--- config.mk ---
export PLATFORM = sky130hd
export DESIGN_NAME = first_fit_page_run_allocator
export DESIGN_NICKNAME = d
export VERILOG_FILES = /design/src/hw/rtl/fpra_pkg.sv /design/src/hw/rtl/fpra_tag_ram.sv /design/src/hw/rtl/fpra_scan.sv /design/src/hw/rtl/first_fit_page_run_allocator.sv
export SDC_FILE = /design/constraint.sdc
export NUM_CORES = 2
export LEC_CHECK = 0
export BUFFER_PORTS_ARGS = -buffer_cell sky130_fd_sc_hd__buf_2
export CORE_MARGIN = 8
export CORE_UTILIZATION = 35
export CTS_BUF_LIST = sky130_fd_sc_hd__clkbuf_16
export CTS_CLUSTER_SIZE = 12
export DETAILED_ROUTE_END_ITERATION = 6
export PLACE_DENSITY = 0.6
export SETUP_SLACK_MARGIN = 0.2
export SLEW_MARGIN = 20
export SYNTH_ARGS = -nofsm -noshare
export SYNTH_HDL_FRONTEND = slang
export SYNTH_SLANG_ARGS = --single-unit
--- constraint.sdc ---
create_clock -name i_clk -period 19.4 [get_ports i_clk]
set_clock_uncertainty 0.05 [all_clocks]
set_input_delay 3.88 -clock i_clk [delete_from_list [all_inputs] [get_ports i_clk]]
set_output_delay 3.88 -clock i_clk [all_outputs]
set_load 0.005 [all_outputs]
--- src/hw/rtl/fpra_pkg.sv ---
// Shared types and helpers for the first-fit page run allocator.
// No dependencies; imported by fpra_tag_ram, fpra_scan and the top level.
`default_nettype none

package fpra_pkg;

    // Register map, byte addresses
    localparam logic [2:0] REG_REGION_BASE = 3'd0;

    // Width of one page tag
    localparam int TAG_W = 8;

    // One result word
    typedef struct packed {
        logic        granted;
        logic [31:0] run_address;
        logic [7:0]  first_page;
        logic [7:0]  run_tag;
    } t_result;

    // Tag sequence: 1..255, then back to 1, never 0
    function automatic logic [TAG_W-1:0] next_tag(input logic [TAG_W-1:0] t);
        return (t == 8'hFF) ? 8'd1 : t + 8'd1;
    endfunction

endpackage

`default_nettype wire

--- src/hw/rtl/fpra_tag_ram.sv ---
// Page tag memory: one write port, one read port, registered read data.
// Depends on fpra_pkg for the tag width.
`default_nettype none

module fpra_tag_ram
    import fpra_pkg::*;
#(
    parameter int DEPTH = 256,
    parameter int AW    = 8
) (
    input  wire logic             i_clk,
    input  wire logic             i_wr_en,
    input  wire logic [AW-1:0]    i_wr_addr,
    input  wire logic [TAG_W-1:0] i_wr_data,
    input  wire logic             i_rd_en,
    input  wire logic [AW-1:0]    i_rd_addr,
    output logic      [TAG_W-1:0] o_rd_data
);

    logic [TAG_W-1:0] r_mem [DEPTH];

    // Write port
    always_ff @(posedge i_clk) begin
        if (i_wr_en) begin
            r_mem[i_wr_addr] <= i_wr_data;
        end
    end

    // Read port, registered output
    always_ff @(posedge i_clk) begin
        if (i_rd_en) begin
            o_rd_data <= r_mem[i_rd_addr];
        end
    end

endmodule

`default_nettype wire

--- src/hw/rtl/fpra_scan.sv ---
// Sequencer: clears the tag memory after reset, scans first-fit for a free run,
// marks it with a fresh tag and builds the result. Depends on fpra_pkg.
`default_nettype none

module fpra_scan
    import fpra_pkg::*;
#(
    parameter int PAGE_COUNT = 256,
    parameter int PAGE_BYTES = 4096,
    parameter int AW         = 8
) (
    input  wire logic             i_clk,
    input  wire logic             i_rst_n,
    // request side
    input  wire logic             i_req_valid,
    input  wire logic [8:0]       i_req_pages,
    output logic                  o_req_ready,
    input  wire logic [31:0]      i_region_base,
    // result side
    output logic                  o_res_valid,
    output t_result               o_res,
    input  wire logic             i_res_ready,
    // tag memory
    output logic                  o_wr_en,
    output logic      [AW-1:0]    o_wr_addr,
    output logic      [TAG_W-1:0] o_wr_data,
    output logic                  o_rd_en,
    output logic      [AW-1:0]    o_rd_addr,
    input  wire logic [TAG_W-1:0] i_rd_data
);

    localparam int SW = $clog2(PAGE_COUNT + 1);
    localparam int CW = (SW > 9) ? SW : 9;
    localparam logic [AW-1:0] LAST_IDX = AW'(PAGE_COUNT - 1);
    localparam logic [31:0]   PB       = 32'(PAGE_BYTES);

    localparam logic [2:0] ST_CLEAR = 3'd0;
    localparam logic [2:0] ST_IDLE  = 3'd1;
    localparam logic [2:0] ST_SCAN  = 3'd2;
    localparam logic [2:0] ST_NEIGH = 3'd3;
    localparam logic [2:0] ST_WRITE = 3'd4;
    localparam logic [2:0] ST_DONE  = 3'd5;

    logic [2:0]       r_state, n_state;
    logic [AW-1:0]    r_idx, n_idx;
    logic [SW-1:0]    r_streak, n_streak;
    logic [8:0]       r_want, n_want;
    logic [TAG_W-1:0] r_prev, n_prev;
    logic [TAG_W-1:0] r_tag, n_tag;
    logic [AW-1:0]    r_start, n_start;
    logic [AW-1:0]    r_end, n_end;
    logic             r_at_edge, n_at_edge;
    logic [31:0]      r_offset, n_offset;
    t_result          r_res, n_res;

    logic [CW-1:0]    streak_inc;
    logic [TAG_W-1:0] neigh_next;
    logic [TAG_W-1:0] tag_a;

    assign streak_inc = CW'(r_streak) + CW'(1);
    assign neigh_next = r_at_edge ? '0 : i_rd_data;
    assign tag_a      = next_tag(r_prev);

    // Next-state and datapath
    always_comb begin
        n_state   = r_state;
        n_idx     = r_idx;
        n_streak  = r_streak;
        n_want    = r_want;
        n_prev    = r_prev;
        n_tag     = r_tag;
        n_start   = r_start;
        n_end     = r_end;
        n_at_edge = r_at_edge;
        n_offset  = r_offset;
        n_res     = r_res;
        o_req_ready = 1'b0;
        o_res_valid = 1'b0;
        o_wr_en   = 1'b0;
        o_wr_addr = r_idx;
        o_wr_data = r_tag;
        o_rd_en   = 1'b0;
        o_rd_addr = r_idx + AW'(1);

        unique case (r_state)
            ST_CLEAR: begin
                o_wr_en   = 1'b1;
                o_wr_data = '0;
                n_idx     = r_idx + AW'(1);
                if (r_idx == LAST_IDX) begin
                    n_state = ST_IDLE;
                    n_idx   = '0;
                end
            end
            ST_IDLE: begin
                o_req_ready = 1'b1;
                o_rd_addr   = '0;
                if (i_req_valid) begin
                    o_rd_en  = 1'b1;
                    n_idx    = '0;
                    n_streak = '0;
                    n_prev   = '0;
                    n_want   = (i_req_pages == 9'd0) ? 9'd1 : i_req_pages;
                    n_state  = ST_SCAN;
                end
            end
            ST_SCAN: begin
                // data of page r_idx arrives; fetch the following page meanwhile
                o_rd_en = (r_idx != LAST_IDX);
                n_idx   = r_idx + AW'(1);
                if (i_rd_data != '0) begin
                    n_streak = '0;
                    n_prev   = i_rd_data;
                end else begin
                    n_streak = SW'(streak_inc);
                end
                if ((i_rd_data == '0) && (streak_inc >= CW'(r_want))) begin
                    n_start   = r_idx - AW'(r_streak);
                    n_end     = r_idx;
                    n_at_edge = (r_idx == LAST_IDX);
                    n_state   = ST_NEIGH;
                end else if (r_idx == LAST_IDX) begin
                    n_res   = '0;
                    n_state = ST_DONE;
                end
            end
            ST_NEIGH: begin
                // tag differs from both neighbours
                n_tag    = (tag_a == neigh_next) ? next_tag(tag_a) : tag_a;
                n_offset = 32'({{(32-AW){1'b0}}, r_start} * PB);
                n_idx    = r_start;
                n_state  = ST_WRITE;
            end
            ST_WRITE: begin
                o_wr_en = 1'b1;
                n_idx   = r_idx + AW'(1);
                if (r_idx == r_end) begin
                    n_res.granted     = 1'b1;
                    n_res.run_address = i_region_base + r_offset;
                    n_res.first_page  = 8'(r_start);
                    n_res.run_tag     = r_tag;
                    n_state           = ST_DONE;
                end
            end
            ST_DONE: begin
                o_res_valid = 1'b1;
                if (i_res_ready) begin
                    n_state = ST_IDLE;
                end
            end
            default: begin
                n_state = ST_IDLE;
            end
        endcase
    end

    assign o_res = r_res;

    // Control registers
    always_ff @(posedge i_clk) begin
        if (!i_rst_n) begin
            r_state <= ST_CLEAR;
            r_idx   <= '0;
        end else begin
            r_state <= n_state;
            r_idx   <= n_idx;
        end
    end

    // Payload registers
    always_ff @(posedge i_clk) begin
        r_streak  <= n_streak;
        r_want    <= n_want;
        r_prev    <= n_prev;
        r_tag     <= n_tag;
        r_start   <= n_start;
        r_end     <= n_end;
        r_at_edge <= n_at_edge;
        r_offset  <= n_offset;
        r_res     <= n_res;
    end

    // The streak only counts pages already passed
    a_streak_bound: assert property (@(posedge i_clk) disable iff (!i_rst_n)
        (r_state == ST_SCAN) |-> (AW'(r_streak) <= r_idx))
        else $error("free streak longer than scanned pages");

    // Marking stays inside the run
    a_write_range: assert property (@(posedge i_clk) disable iff (!i_rst_n)
        (r_state == ST_WRITE) |-> (r_idx >= r_start && r_idx <= r_end))
        else $error("run write outside the found run");

    // A marked page never gets the free tag
    a_tag_nonzero: assert property (@(posedge i_clk) disable iff (!i_rst_n)
        (r_state == ST_WRITE) |-> (o_wr_data != '0))
        else $error("run marked with zero tag");

    // A refused request carries an all-zero result
    a_refused_zero: assert property (@(posedge i_clk) disable iff (!i_rst_n)
        (r_state == ST_DONE && !r_res.granted) |->
            (r_res.run_address == '0 && r_res.run_tag == '0 && r_res.first_page == '0))
        else $error("refused result not zero");

    // A granted result has a nonzero tag
    a_grant_tag: assert property (@(posedge i_clk) disable iff (!i_rst_n)
        (r_state == ST_DONE && r_res.granted) |-> (r_res.run_tag != '0))
        else $error("granted result with zero tag");

endmodule

`default_nettype wire

--- src/hw/rtl/first_fit_page_run_allocator.sv ---
// First-fit contiguous page run allocator, top level.
// Instantiates fpra_tag_ram and fpra_scan; uses fpra_pkg.
//
// Usage:
//   Input stream (s_axis): one word per request, tdata[8:0] = request_pages.
//   A request for 0 pages is served as a request for 1.
//   Output stream (m_axis): one word per request. tuser[0] = granted,
//   tdata = run_address, first_page, run_tag. Refused requests return zeros.
//   APB port: register region_base at byte address 0, to be written only while idle; the block does not enforce this.
// Timing:
//   After reset the tag memory is cleared, one page a cycle; the input is not
//   ready during that pass. A request is started from the idle state; the
//   scan then reads the pages in order up to the end of the found run (at
//   most PAGE_COUNT), the neighbour tag is chosen, the run is marked page by
//   page, and the result is handed to the output register. The single read
//   port of the tag memory, one page per cycle, limits the scan.
//   One request is in work at a time. The output register holds a result
//   while the receiver stalls; the next request runs meanwhile and waits
//   with its result until the register is free.
`default_nettype none

module first_fit_page_run_allocator
    import fpra_pkg::*;
#(
    parameter int PAGE_COUNT = 256,
    parameter int PAGE_BYTES = 4096
) (
    input  wire logic        i_clk,
    input  wire logic        i_rst_n,
    // request stream
    input  wire logic        i_s_axis_tvalid,
    output logic             o_s_axis_tready,
    input  wire logic [15:0] i_s_axis_tdata,   // [8:0] request_pages, [15:9] zero
    // result stream
    output logic             o_m_axis_tvalid,
    input  wire logic        i_m_axis_tready,
    output logic      [47:0] o_m_axis_tdata,   // [31:0] run_address, [39:32] first_page,
                                               // [47:40] run_tag
    output logic      [0:0]  o_m_axis_tuser,   // [0] granted
    // configuration
    input  wire logic        psel,
    input  wire logic        penable,
    input  wire logic        pwrite,
    input  wire logic [2:0]  paddr,
    input  wire logic [31:0] pwdata,
    output logic      [31:0] prdata,
    output logic             pready
);

    localparam int AW = $clog2(PAGE_COUNT);

    logic [31:0]      r_region_base;
    logic             r_out_valid;
    t_result          r_out;

    logic             res_valid;
    t_result          res;
    logic             out_free;

    logic             wr_en;
    logic [AW-1:0]    wr_addr;
    logic [TAG_W-1:0] wr_data;
    logic             rd_en;
    logic [AW-1:0]    rd_addr;
    logic [TAG_W-1:0] rd_data;

    // Configuration register
    assign pready = 1'b1;
    assign prdata = (paddr == REG_REGION_BASE) ? r_region_base : 32'd0;

    always_ff @(posedge i_clk) begin
        if (!i_rst_n) begin
            r_region_base <= '0;
        end else if (psel && penable && pwrite && (paddr == REG_REGION_BASE)) begin
            r_region_base <= pwdata;
        end
    end

    fpra_tag_ram #(
        .DEPTH (PAGE_COUNT),
        .AW    (AW)
    ) u_tag_ram (
        .i_clk     (i_clk),
        .i_wr_en   (wr_en),
        .i_wr_addr (wr_addr),
        .i_wr_data (wr_data),
        .i_rd_en   (rd_en),
        .i_rd_addr (rd_addr),
        .o_rd_data (rd_data)
    );

    fpra_scan #(
        .PAGE_COUNT (PAGE_COUNT),
        .PAGE_BYTES (PAGE_BYTES),
        .AW         (AW)
    ) u_scan (
        .i_clk         (i_clk),
        .i_rst_n       (i_rst_n),
        .i_req_valid   (i_s_axis_tvalid),
        .i_req_pages   (i_s_axis_tdata[8:0]),
        .o_req_ready   (o_s_axis_tready),
        .i_region_base (r_region_base),
        .o_res_valid   (res_valid),
        .o_res         (res),
        .i_res_ready   (out_free),
        .o_wr_en       (wr_en),
        .o_wr_addr     (wr_addr),
        .o_wr_data     (wr_data),
        .o_rd_en       (rd_en),
        .o_rd_addr     (rd_addr),
        .i_rd_data     (rd_data)
    );

    // Output register
    assign out_free = !r_out_valid || i_m_axis_tready;

    always_ff @(posedge i_clk) begin
        if (!i_rst_n) begin
            r_out_valid <= 1'b0;
        end else if (out_free) begin
            r_out_valid <= res_valid;
        end
    end

    always_ff @(posedge i_clk) begin
        if (out_free && res_valid) begin
            r_out <= res;
        end
    end

    assign o_m_axis_tvalid = r_out_valid;
    assign o_m_axis_tdata  = {r_out.run_tag, r_out.first_page, r_out.run_address};
    assign o_m_axis_tuser  = r_out.granted;

endmodule

`default_nettype wire
==> key figures <==
Outcome
  – Run status: finished, final reports clean

Route
  – DR DRC count: 0
  – Routed Antenna Nets: 0
  – Total number of vias: 57.78k
  – Length of the first detailed-routing pass in iterations: 6
  – Post-DR vias/cell: 5.769
  – Routed length per placed instance: 27.91 um
  – Detailed Route Iter0 Violations: 7,381
  – Final WL: roughly 280,000 um

Final layout
  – Layout net count: 6,439
  – Final core occ: around 39%
  – Layout cells sized above 1: around 11%
  – Filler Cell Count: approximately 24k
  – Layout overhead on the synthesized area: 12.30%
  – Finished layout cell area: 103,000 um2

Hold path
  – Hold Path Class: reg2reg
  – Number of cells on the worst hold path: 0

STA
  – Final Critical Period: 8.627 ns
  – Fin. max-slew vios: 0
  – Peak clock frequency supported by timing: 115.9 MHz
  – Part of the cycle the worst path needs: 44.47%
  – Total setup violations reported at the end of the flow: 0
  – Worst relative slew slack: 16.24%
  – Count of endpoints failing hold in the final timing report: 0
  – RSZ-0062 raised after global routing: no
  – Actual slew at the worst max-slew pin: 1.256 ns
  – Total negative setup slack: 0 ns

CTS
  – Clock-pin slew reported for the worst setup and hold paths after clock tree synthesis: 0.06 ns
  – Post-cts resize count: 0
  – Buffer type at the clock tree root: clkbuf_16
  – Latest clock arrival within the worst-skew pair: 0.87 ns
  – Clock tree from TritonCTS: built
  – Cts hold-fix bufs: 0
  – Clock buffers created by TritonCTS: 223
  – Clock sink count: 2,257
  – Count of buffers added by post-CTS timing repair for setup: 0
  – Longest Clk Path Bufs: 3
  – CTS H-tree depth: 4

Synthesis
  – Synth warnings: 0
  – Cell count after synthesis: 6,283
  – Register bit total from synthesis: 2,257
  – Part of the Yosys area used for sequential elements: between 70% and 80%
  – Post-synth ARST share: 0%
  – Post-synth cell types: 87
  – Most used flip-flop cell after synthesis: edfxtp_1
  – Net count after synthesis: 6,374
  – Post-Synthesis Cell Area: 91,680 um2
  – Number of enable flip-flop cells after synthesis: 2,213
  – Post-Syn Area per Cell: 14.59 um2

Die
  – Number of placement rows: around 190
  – Core box area: 261,600 um2
  – Die area: 278,600 um2
  – Number of primary I/O pins: 142
  – Initial standard-cell utilization of the core: 35.05%
  – Die Y-Extent: 527.8 um
  – Width of the die: 527.8 um

Power
  – VDD IR max: approximately 0.082 mV
  – Part of the power in registers: 53.2%
  – Net switching component of the power: 2350 uW
  – Switching part of the total: a little under a quarter
  – Combinational cell fraction of total power: 7.4%
  – Internal: about 7600 uW
  – Leakage dissipation: 0.03289 uW
  – Power density cells: 96.47 nW/um2
  – Clock power share: 39.4%

Setup path
  – Kind of end point of the critical path: primary output
  – CP Class: in2out
  – FF-to-FF path depth: 12
  – Data required time of the worst path: 15.47 ns
  – Worst-path cell with the longest stage delay: buf_4
  – Cell repeated most along the worst path: buf_2
  – Stage delay of the slowest cell on the critical path: 0.28 ns
  – Cell-by-cell trace of the critical path: buf_2 > nor3_2 > buf_4 > and2_1 > buf_2
  – Arrival time of the worst setup path: ~4.7 ns
  – Startpoint type of the worst setup path: primary input
  – Largest fanout of any net on the critical path: 34

Place
  – Detailed placement HPWL: roughly 160,000 um
  – Cell area after placement: approximately 96,000 um2
  – Count of buffers inserted at the top-level ports: approximately 130
  – Weighted congestion reported at the end of routability-driven placement: 0.8761

Global routing
  – Number of antenna violations at the first check in global routing: 15
  – Via count of the first global-routing pass: 55.01k
  – First-pass GRT wire length: 396,800 um
  – Largest net degree at the start of global routing: ~220
  – Gr ovfl total: 0
  – Total global-route track usage: 19.13%

Job
  – Maximum capacitance violations: 0
-- power by group through the flow --
| stage | sequential (uW) | clock [uW] | combinational (uW) |
|---|---|---|---|
| 2_1_floorplan | 5380 | 0 | 420 |
| 3_3_place_gp | 5390 | 0 | 710 |
| 3_5_place_dp | 5390 | 0 | 714 |
| 4_1_cts | 5280 | 3960 | 717 |
| 5_1_grt | 5280 | 4140 | 760 |
| 6_report | 5280 | 3920 | 734 |
-- critical path, delay by kind of cell --
kind	cells	cell delay (ns)
AND/OR/NAND/NOR	2	0.32
buffers and inverters	3	0.50
-- synthesized netlist by cell type, types with 26 or more instances --
| master | instances | share of area (%) |
|---|---|---|
| and3_1 | 45 | 0.31 |
| nor2b_1 | 114 | 0.78 |
| or3_1 | 109 | 0.74 |
| a221oi_1 | 26 | 0.25 |
| o22ai_1 | 183 | 1.2 |
| mux2i_1 | 335 | 3.7 |
| dfxtp_1 | 44 | 0.96 |
| xnor2_1 | 36 | 0.34 |
| and2_1 | 54 | 0.37 |
| a31oi_1 | 76 | 0.52 |
| buf_2 | 216 | 1.2 |
| o21ai_0 | 275 | 1.5 |
| inv_1 | 43 | 0.18 |
| a311oi_1 | 38 | 0.36 |
| o221ai_1 | 92 | 0.88 |
| nand2_1 | 579 | 2.4 |
| nand3_1 | 155 | 0.85 |
| buf_1 | 33 | 0.14 |
| clkbuf_1 | 193 | 0.79 |
| edfxtp_1 | 2213 | 72 |
| a21boi_0 | 34 | 0.28 |
| a211oi_1 | 126 | 1.0 |
| o211ai_1 | 84 | 0.69 |
| nor3_1 | 85 | 0.46 |
| a22oi_1 | 52 | 0.43 |
| nor2_1 | 365 | 1.5 |
| a21oi_1 | 245 | 1.3 |
| ha_1 | 31 | 0.42 |
| mux2_2 | 55 | 0.68 |
| nor4_1 | 26 | 0.18 |
-- sequential cells by signal, indices dropped and copies added (netlist names), 3 cells and up --
signal               flops
u_scan.r_offset          8
u_scan.r_state           3
r_region_base           32
u_scan.r_end             8
u_tag_ram.o_rd_data      8
u_scan.r_start           8
u_scan.r_prev            8
u_tag_ram.r_mem       2048
o_m_axis_tdata          48
u_scan.o_wr_addr         8
u_scan.r_want            9
u_scan.r_streak          9
u_scan.o_res            49
u_scan.r_tag             8
-- logic make-up (layout without fill, tap and decap cells) --
kind of cell / after synthesis / after routing / share of synthesized area [%]
flip-flops: 2257 / 2257 / 73.44
AND/OR/NAND/NOR: 1617 / 1617 / 8.224
AO/OA/AOI/OAI: 1424 / 1424 / 10.41
buffers and inverters: 504 / 715 / 2.454
multiplexers: 395 / 395 / 4.456
XOR/XNOR: 52 / 52 / 0.5418
adder cells (fa/ha/maj): 33 / 33 / 0.4667
other: 1 / 7 / 0.004090
-- layer usage --
| metal | part of all wire (%) | vias to the layer above | track usage [%] |
|---|---|---|---|
| li1 | - | 24570 | - |
| met1 | 40 | 29290 | 25.92 |
| met2 | 45 | 3317 | 29.73 |
| met3 | 10 | 597 | 4.356 |
| met4 | 4.5 | 2 | 8.028 |
| met5 | 0.0047 | - | 0 |
-- cells in the final DEF (no fill, tap or decap), types with 25 or more instances in the layout --
cell,count
buf_4,152
nor2_1,359
inv_1,121
a21boi_0,34
a221oi_1,26
ha_1,31
dfxtp_1,43
edfxtp_1,2213
mux2_2,55
nand3_1,146
o22ai_1,183
nor3_1,78
mux2i_1,335
or3_1,109
clkinv_1,28
and2_1,54
o211ai_1,84
a21oi_1,244
clkbuf_16,225
nor2b_1,106
o21ai_0,274
xnor2_1,35
buf_2,133
o221ai_1,92
and3_1,44
a22oi_1,52
clkinv_2,25
a31oi_1,76
a311oi_1,38
a211oi_1,122
nand2_1,576
-- area by class of cell --
cell class	count	area, um2	share of cell area, %
diodes	6	15.01	0.01458
flip-flops and latches	2257	67340	65.40
multi-input cells	3522	22450	21.80
repair buffers	300	2110	2.049
inverters	44	180.2	0.1750
clock inverters	146	835.8	0.8118
clock buffers	225	5630	5.469
well taps	3515	4398	4.272
-- stage by stage --
stage / hold slack, ns / instances / setup slack, ns / total power [uW]
6_report: 0.3160 / 10020 / 10.77 / 9932
5_1_grt: 0.3236 / 10010 / 10.67 / 10180
4_1_cts: 0.3248 / 10010 / 10.76 / 9961
3_5_place_dp: 0.3545 / 9637 / 10.76 / 6100
3_3_place_gp: 0.3505 / 9635 / 10.77 / 6096
2_1_floorplan: 0.3503 / 6283 / 10.76 / 5804
-- path summary, 6_finish.rpt --
kind                          start                      to  slack (ns)
hold / removal      u_scan.o_res[0]      o_m_axis_tdata[40]        0.32
setup reg to reg  u_scan.r_state[0]  u_tag_ram.o_rd_data[0]       12.72
setup / recovery           paddr[1]              prdata[11]       10.77
hold reg to reg     u_scan.o_res[0]      o_m_axis_tdata[40]        0.32
No activity file was read; power rests on OpenSTA's default activity.
